## src/rtl/assert_macros.svh

```systemverilog
// Assertion helpers shared by the RTL files.
// Each use names the label, clock, active-low reset, antecedent and consequent.
`ifndef ASSERT_MACROS_SVH
`define ASSERT_MACROS_SVH

// Same-cycle implication.
`define TD_ASSERT_IMPL(label, clk, rst_n, ante, cons) \
    label: assert property (@(posedge clk) disable iff (!rst_n) (ante) |-> (cons)) \
        else $error("td assertion failed");

// Next-cycle implication.
`define TD_ASSERT_NEXT(label, clk, rst_n, ante, cons) \
    label: assert property (@(posedge clk) disable iff (!rst_n) (ante) |=> (cons)) \
        else $error("td assertion failed");

`endif

```

## src/rtl/td_pkg.sv

```systemverilog
// ----------------------------------------------------------------------------
// td_pkg
// Widths, codes, micro-operations and control/status types of the tracking
// differentiator.
// ----------------------------------------------------------------------------
`default_nettype none

package td_pkg;

    // signal format: signed Q16.16
    localparam int SW     = 32;
    localparam int FB     = 16;
    localparam int OPW    = 2;
    localparam int CFG_IW = 2;
    localparam int CFGW   = 32;

    // internal widths
    localparam int RW    = 31;        // accel limit r
    localparam int DTW   = 32;        // step period dt
    localparam int HW    = 35;        // horizon h (5*dt needs 35 bits)
    localparam int DW    = 34;        // d = r*h/2^32
    localparam int D0W   = 37;        // d0 = d*h/2^32
    localparam int YW    = 37;        // signed y, a
    localparam int SQW   = 68;        // d*d
    localparam int NW    = 70;        // radicand
    localparam int RTW   = NW / 2;    // root
    localparam int SREMW = RTW + 2;   // root remainder
    localparam int QW    = 35;        // divider quotient / remainder
    localparam int MAW   = 36;        // multiplier operand
    localparam int PW    = 2 * MAW;   // product

    localparam int ITER_STEPS = 35;
    localparam int CNTW       = $clog2(ITER_STEPS + 1);

    localparam logic [RW-1:0]  R_FALLBACK  = RW'(64'd1 << FB);
    localparam logic [DTW-1:0] DT_FALLBACK = 32'd4294967;

    // operation codes
    localparam logic [OPW-1:0] OP_STEP    = 2'd0;
    localparam logic [OPW-1:0] OP_PRELOAD = 2'd1;
    localparam logic [OPW-1:0] OP_CLEAR   = 2'd2;
    localparam logic [OPW-1:0] OP_HOLD    = 2'd3;

    // configuration register indexes
    localparam logic [CFG_IW-1:0] CFG_ACCEL   = 2'd0;
    localparam logic [CFG_IW-1:0] CFG_PERIOD  = 2'd1;
    localparam logic [CFG_IW-1:0] CFG_HORIZON = 2'd2;

    typedef enum logic [4:0] {
        U_NOP, U_LATCH, U_SIMPLE,
        U_MRH, U_MDH, U_MXH, U_MDD, U_MRY, U_SUM,
        U_SQ_INIT, U_SQ_STEP, U_SQ_END,
        U_DV1_INIT, U_DV2_INIT, U_DV_STEP, U_DV1_END,
        U_ACCA, U_ACC_SAT, U_ACC_ZERO, U_MRQ, U_ACC_DIV,
        U_MX1, U_MX2, U_FIN
    } t_uop;

    typedef enum logic [4:0] {
        S_IDLE, S_DISP, S_SIMPLE,
        S_MRH, S_MDH, S_MXH, S_MDD, S_MRY, S_SUM,
        S_SQ_INIT, S_SQ_STEP, S_SQ_END,
        S_DV1_INIT, S_DV1_STEP, S_DV1_END,
        S_ACCA, S_ACHK, S_ACC_SAT, S_ACC_ZERO,
        S_DV2_INIT, S_DV2_STEP, S_MRQ, S_ACC_DIV,
        S_MX1, S_MX2, S_FIN
    } t_state;

    typedef struct packed {
        t_uop uop;
    } t_cmd;

    typedef struct packed {
        logic [OPW-1:0] op;
        logic           primed;
        logic           big_y;     // |y| > d0
        logic           a_big;     // |a| > d
        logic           d_zero;
        logic           out_free;
    } t_stat;

endpackage

`default_nettype wire

```

## src/rtl/td_ctrl.sv

```systemverilog
// ----------------------------------------------------------------------------
// td_ctrl
// Sequencer: walks one item through the datapath micro-operations.
// ----------------------------------------------------------------------------
`default_nettype none

module td_ctrl (
    input  var logic          i_clk,
    input  var logic          i_rst_n,
    input  var logic          i_in_valid,
    output logic              o_in_ready,
    input  var td_pkg::t_stat i_stat,
    output td_pkg::t_cmd      o_cmd
);
    import td_pkg::*;
    `include "assert_macros.svh"

    t_state          r_state, n_state;
    logic [CNTW-1:0] r_cnt;
    logic            last_iter;

    assign last_iter = (r_cnt == CNTW'(ITER_STEPS - 1));

    always_ff @(posedge i_clk) begin
        if (!i_rst_n) begin
            r_state <= S_IDLE;
        end else begin
            r_state <= n_state;
        end
    end

    always_ff @(posedge i_clk) begin
        if (!i_rst_n) begin
            r_cnt <= '0;
        end else if (r_state == S_SQ_INIT || r_state == S_DV1_INIT ||
                     r_state == S_DV2_INIT) begin
            r_cnt <= '0;
        end else if (r_state == S_SQ_STEP || r_state == S_DV1_STEP ||
                     r_state == S_DV2_STEP) begin
            r_cnt <= r_cnt + 1'b1;
        end
    end

    always_comb begin
        n_state = r_state;
        unique case (r_state)
            S_IDLE:     if (i_in_valid) n_state = S_DISP;
            S_DISP: begin
                if (i_stat.op == OP_STEP && i_stat.primed) n_state = S_MRH;
                else n_state = S_SIMPLE;
            end
            S_SIMPLE:   if (i_stat.out_free) n_state = S_IDLE;
            S_MRH:      n_state = S_MDH;
            S_MDH:      n_state = S_MXH;
            S_MXH:      n_state = S_MDD;
            S_MDD:      n_state = S_MRY;
            S_MRY:      n_state = S_SUM;
            S_SUM:      n_state = i_stat.big_y ? S_SQ_INIT : S_DV1_INIT;
            S_SQ_INIT:  n_state = S_SQ_STEP;
            S_SQ_STEP:  if (last_iter) n_state = S_SQ_END;
            S_SQ_END:   n_state = S_ACCA;
            S_DV1_INIT: n_state = S_DV1_STEP;
            S_DV1_STEP: if (last_iter) n_state = S_DV1_END;
            S_DV1_END:  n_state = S_ACCA;
            S_ACCA:     n_state = S_ACHK;
            S_ACHK: begin
                priority if (i_stat.a_big) n_state = S_ACC_SAT;
                else if (i_stat.d_zero)    n_state = S_ACC_ZERO;
                else                       n_state = S_DV2_INIT;
            end
            S_ACC_SAT:  n_state = S_MX1;
            S_ACC_ZERO: n_state = S_MX1;
            S_DV2_INIT: n_state = S_DV2_STEP;
            S_DV2_STEP: if (last_iter) n_state = S_MRQ;
            S_MRQ:      n_state = S_ACC_DIV;
            S_ACC_DIV:  n_state = S_MX1;
            S_MX1:      n_state = S_MX2;
            S_MX2:      n_state = S_FIN;
            S_FIN:      if (i_stat.out_free) n_state = S_IDLE;
            default:    n_state = S_IDLE;
        endcase
    end

    always_comb begin
        o_in_ready = (r_state == S_IDLE);
        o_cmd.uop  = U_NOP;
        unique case (r_state)
            S_IDLE:     o_cmd.uop = i_in_valid ? U_LATCH : U_NOP;
            S_SIMPLE:   o_cmd.uop = i_stat.out_free ? U_SIMPLE : U_NOP;
            S_MRH:      o_cmd.uop = U_MRH;
            S_MDH:      o_cmd.uop = U_MDH;
            S_MXH:      o_cmd.uop = U_MXH;
            S_MDD:      o_cmd.uop = U_MDD;
            S_MRY:      o_cmd.uop = U_MRY;
            S_SUM:      o_cmd.uop = U_SUM;
            S_SQ_INIT:  o_cmd.uop = U_SQ_INIT;
            S_SQ_STEP:  o_cmd.uop = U_SQ_STEP;
            S_SQ_END:   o_cmd.uop = U_SQ_END;
            S_DV1_INIT: o_cmd.uop = U_DV1_INIT;
            S_DV1_STEP: o_cmd.uop = U_DV_STEP;
            S_DV1_END:  o_cmd.uop = U_DV1_END;
            S_ACCA:     o_cmd.uop = U_ACCA;
            S_ACC_SAT:  o_cmd.uop = U_ACC_SAT;
            S_ACC_ZERO: o_cmd.uop = U_ACC_ZERO;
            S_DV2_INIT: o_cmd.uop = U_DV2_INIT;
            S_DV2_STEP: o_cmd.uop = U_DV_STEP;
            S_MRQ:      o_cmd.uop = U_MRQ;
            S_ACC_DIV:  o_cmd.uop = U_ACC_DIV;
            S_MX1:      o_cmd.uop = U_MX1;
            S_MX2:      o_cmd.uop = U_MX2;
            S_FIN:      o_cmd.uop = i_stat.out_free ? U_FIN : U_NOP;
            default:    o_cmd.uop = U_NOP;
        endcase
    end

    `TD_ASSERT_NEXT(a_accept_dispatch, i_clk, i_rst_n, r_state == S_IDLE && i_in_valid, r_state == S_DISP)
    `TD_ASSERT_IMPL(a_cnt_bound, i_clk, i_rst_n, 1'b1, r_cnt <= CNTW'(ITER_STEPS))

endmodule

`default_nettype wire

```

## config.mk

```make
export PLATFORM = sky130hd
export DESIGN_NAME = td_ctrl
export DESIGN_NICKNAME = d
export VERILOG_FILES = /design/src/rtl/td_pkg.sv /design/src/rtl/td_ctrl.sv
export VERILOG_INCLUDE_DIRS = /design/src /design/src/rtl
export SDC_FILE = /design/constraint.sdc
export NUM_CORES = 1
export LEC_CHECK = 0
export ABC_AREA = 1
export BUFFER_PORTS_ARGS = -buffer_cell sky130_fd_sc_hd__buf_2
export CAP_MARGIN = 15
export CORE_MARGIN = 3
export CORE_UTILIZATION = 45
export CTS_CLUSTER_DIAMETER = 50
export DETAILED_ROUTE_END_ITERATION = 8
export PLACE_DENSITY = 0.65
export RECOVER_POWER = 25
export SETUP_SLACK_MARGIN = 0.05
export SYNTH_ARGS = -nofsm -noshare
export SYNTH_HDL_FRONTEND = slang
export SYNTH_SLANG_ARGS = --single-unit
```

## constraint.sdc

```tcl
create_clock -name i_clk -period 2.6 [get_ports i_clk]
set_input_delay 0.52 -clock i_clk [delete_from_list [all_inputs] [get_ports i_clk]]
set_output_delay 0.52 -clock i_clk [all_outputs]
set_load 0.02 [all_outputs]
```

## Word-level counts from Yosys, hierarchy flattened

Cells that the tools add are included.

| word-level totals | value |
|---|---|
| bits in registers | 11 |
| input bits | 10 |
| word-level logic and storage cells | 62 |

| cells by class | value |
|---|---|
| add/sub/neg operators | 1 |
| equality and inequality tests | 31 |
| multiplexer cells | 14 |
| bitwise operators | 1 |
| reductions and logical operators | 13 |

Operators with widths:

| kind | count |
|---|---|
| $pmux W5 S23 | 1 |
| $pmux W5 S22 | 1 |
| $eq A5 B5 Y1 const B | 10 |
| $eq A5 B4 Y1 const B | 8 |
| $mux W5 | 6 |
| $eq A5 B3 Y1 const B | 4 |
| $eq A5 B2 Y1 const B | 2 |
| $ne A2 B2 Y1 const B | 4 |
| $reduce_or A2 Y1 | 4 |
| $add A6 B1 Y6 const B | 1 |
| $eq A6 B6 Y1 const B | 1 |
| $eq A5 B1 Y1 const B | 1 |
| $logic_not A5 Y1 | 1 |
| $reduce_and A5 Y1 | 1 |
| $logic_or A1 B1 Y1 | 4 |
| $mux W2 | 2 |
| $mux W1 | 3 |
| $mux W3 | 1 |
| $reduce_or A3 Y1 | 1 |
| $logic_not A2 Y1 | 1 |
| $ne A2 B1 Y1 const B | 1 |
| $logic_and A1 B1 Y1 | 1 |
| $not A1 Y1 | 1 |

## Depth between registers and ports, before layout

| logic depth | value |
|---|---|
| depth in word-level cells | 4 |
| depth in mapped cells | 12 |
| depth with buffers taken out | 11 |

## Worst setup path before layout

Ideal clock, no wire load.

| timing | value |
|---|---|
| kind | register to output |
| start point | reg r_state[2] |
| end point | out o_cmd[2] (netlist bit) |
| arrival time | 1,267 ps |
| required time | 2,080 ps |
| setup slack | 813 ps |
| stages on the path, launching flop included | 8 |
| buffers on the path | 0 |
| path through | dfxtp_1 > nor2_2 > nand2_1 > nor2_1 > a21oi_1 > nand3_1 > a21oi_1 > nand3_1 |

RTL lines:

| item | RTL line | source |
|---|---|---|
| start: declaration | td_ctrl.sv:18 | `t_state r_state, n_state;` |
| start signal: assignment | td_ctrl.sv:28 | `r_state <= n_state;` |
| end: declaration | td_ctrl.sv:13 | `output td_pkg::t_cmd o_cmd` |

==> key figures <==
Pwr
  – PD cells: 826 nW/um^2
  – Sw frac: 55.0%
  – Switching power: 0.000555 W
  – Clock group share of total power: 11.9%
  – Comb pwr share: 61.9%
  – Max VDD drop: 0.000520 V
  – Sequential power share: 26.1%
  – Leakage: 0.647 nW
  – Internal: 0.000455 W

Worst setup path
  – Most used cell along the critical path: inv_1
  – CP startpoint kind: flop
  – Critical path arrival: between 1.5 and 2 ns
  – Flop2flop setup slack: about 0.9 ns
  – WS Path Type: flop to output pin
  – CP cell instances: nor2_2 -> nand2_1 -> inv_1 -> nand2_2 -> nand3_4 -> inv_1 -> nand4_1 -> buf_2
  – WP buf/inv: 3
  – Largest delay share family, worst path: simple AND/OR/NAND/NOR gates
  – Setup crit end kind: output pin
  – Max Fanout on Critical Path: 10
  – WP data required: between 2 and 2.5 ns
  – Slowest cell on crit path: dfxtp_1
  – Critical Path Max Stage Delay: 0.55 ns

Yosys
  – Asr flop ratio synth: 0%
  – Seq/Total Area, Yosys: 19.9%
  – Mean Syn Cell Area: 5.71 um^2
  – Top-count cell post-synth: nand2_1
  – Simple-Gate Fraction of Synth Area: between 50% and 60%
  – Largest area contributor in the netlist: dfxtp_1
  – Top cells by count, synth: nand2_1 (55), nor2_1 (31), inv_1 (21), a21oi_1 (14), nand3_1 (14)
  – Synth Area in Adders: around 2.3%
  – Post-synthesis xor/xnor area fraction: less than 1%
  – Synth Area in Compound Gates: 11.1%
  – Share of the synthesized area in the top cell type: 19.9%
  – Distinct cells, synth: 27
  – Ys flop type: dfxtp_1
  – Largest family of logic cells by synthesized area: simple AND/OR/NAND/NOR gates
  – Largest cells by area after synthesis: dfxtp_1 (20%), nand2_1 (19%), nor2_1 (11%)
  – Number of synthesized flops with an enable pin: 0
  – Syn_nets: 206
  – Ys Warns: 0
  – Synthesized instance count: 194
  – Area of the mapped netlist: 1110 um^2
  – Post-synthesis mux area share: 0%
  – Seq cells post-synth: 11

Detailed routing
  – Post-route DRC violation count: 0
  – Antenna viol nets, final: 0
  – Drt total wl: 3240 um
  – WL per Instance: ~14 um
  – 1st-iter DRT viols: 134
  – Vias: between 1,000 and 1,500
  – Drt via density: 5.64
  – Router iterations before antenna repair: 7

STA
  – Pin slew with the least headroom to its limit: 0.535 ns
  – RSZ-0062 raised after global routing: no
  – Minimum clock period: 2.36 ns
  – Period utilisation layout: about nine tenths
  – Final Max Slew Viols: 0
  – F_max: 424 MHz
  – Hold Fails Final Rpt: 0
  – Relative max-transition margin: 63.9%
  – Skew final: 0.000906 ns
  – Final setup viols: 0
  – Setup_tns: 0 ns

Placed design
  – Dpl hpwl: 2660 um
  – # port buffers: 15
  – Final GP Congestion: 0.945
  – Placed cell area: roughly 1200 um^2

Outcome
  – Status: completed

Clocking
  – Num CTS Buffers: 3
  – Later-pin clock latency in the skew report: 0.27 ns
  – Clock sink count: 11
  – CTS tree: built
  – Number of H-tree levels: 1
  – Post-CTS Resized: 0
  – Clock root cell: clkbuf_4
  – CTS Buffer Depth: 2
  – Hold buffer count at cts: 0
  – Number of setup buffers added after CTS: 0
  – Clk slew on worst S/H paths: 0.07 ns

Floorplanning
  – Placement Rows: 17
  – Starting Density: 48.7%
  – Die width: 55.6 um
  – Die height: 55.6 um
  – I/O pins: 16
  – Core ar.: 2280 um^2
  – Die area: just over 3000 um^2

Layout
  – Ant diodes: 0
  – Final nets: 223
  – Post-route cell area: 1220 um^2
  – Area grow syn2layout: 10.4%
  – Layout cell share with drive strength beyond 1: approximately a fifth

Global route
  – GRT overflow: 0
  – Overall Global Routing Usage: 22.1%
  – Largest net degree at the start of global routing: 11
  – Vias in the first global route: approximately 1,300
  – Global-route wire length before repair: 5490 um
  – Initial antenna violation count: 0

Min path
  – Tightest Hold Check Type: flop to flop

Job
  – Maxcap violations: 0
## metrics by stage
stage                     hold slack, ns  cells  util (%)  setup WS [ns]  total power (W)
after floorplan                    0.453    194         -          0.813         0.000732
after global placement             0.486    234      52.3          0.517         0.000884
after detailed placement           0.496    234      52.3          0.531         0.000872
after CTS                          0.496    238      53.5          0.206          0.00100
after global routing               0.492    238      53.7         0.0951          0.00110
final                              0.502    238      53.7          0.244          0.00101
## cells in the final DEF, fill, tap and decap left out, drive strengths merged
master  instances
nand3          16
buf            15
a211oi          2
nor3            3
ha              2
nand4           8
o21ai           3
clkbuf          4
xor2            1
nand3b          1
inv            27
nor2           39
and3            1
dfxtp          11
o311ai          1
a21oi          14
o211ai          1
nand2          60
o22ai           1
## registers in the layout, indices dropped and copies added (netlist names)
signal and flops:
r_cnt 6, r_state 5
## final timing paths
kind / from / to / cells after the start
max: r_state[4] / o_cmd[1] / 8
min: r_cnt[3] / r_cnt[3] / 2
max reg2reg: r_state[4] / r_state[2] / 7
min reg2reg: r_cnt[3] / r_cnt[3] / 2
## worst register-to-register path, stage by stage (launching register included)
cell and delay, ns:
dfxtp_1 0.55, inv_2 0.16, nand3_1 0.16, nor2_1 0.08, nor2_1 0.21, nand2_1 0.11
nor3_1 0.25, a21oi_1 0.10
## kinds of logic (layout without fill, tap and decap cells)
| family | count (synthesis) | in the layout |
|---|---|---|
| AOI/OAI and AO/OA | 22 | 22 |
| xor gates and xnor gates | 1 | 1 |
| adders and majority gates | 2 | 2 |
| buffers and inverters | 30 | 46 |
| DFF | 11 | 11 |
| and+or+nand+nor | 128 | 128 |
## power by group through the flow
stage / Sequential [W] / Clock [W] / Combinational [W]
2_1_floorplan: 0.000223 / 0 / 0.000509
3_3_place_gp: 0.000262 / 0 / 0.000622
3_5_place_dp: 0.000263 / 0 / 0.000609
4_1_cts: 0.000259 / 0.000131 / 0.000612
5_1_grt: 0.000270 / 0.000138 / 0.000693
6_report: 0.000264 / 0.000120 / 0.000626
## metal layers
metal,share of wire [%],GRT usage (%)
met1,39,25.7
met2,48,38.5
met3,8.6,2.78
met4,4.2,12.5
met5,0,0
## layout make-up
type / count / area [um^2]
multi-input combinational: 153 / 761
timing repair buffer: 15 / 75.1
inverter: 27 / 104
sequential: 11 / 221
clock buffer: 4 / 26.3
tap: 28 / 35.0
fill: 240 / 1050
No activity file was read; power rests on OpenSTA's default activity.
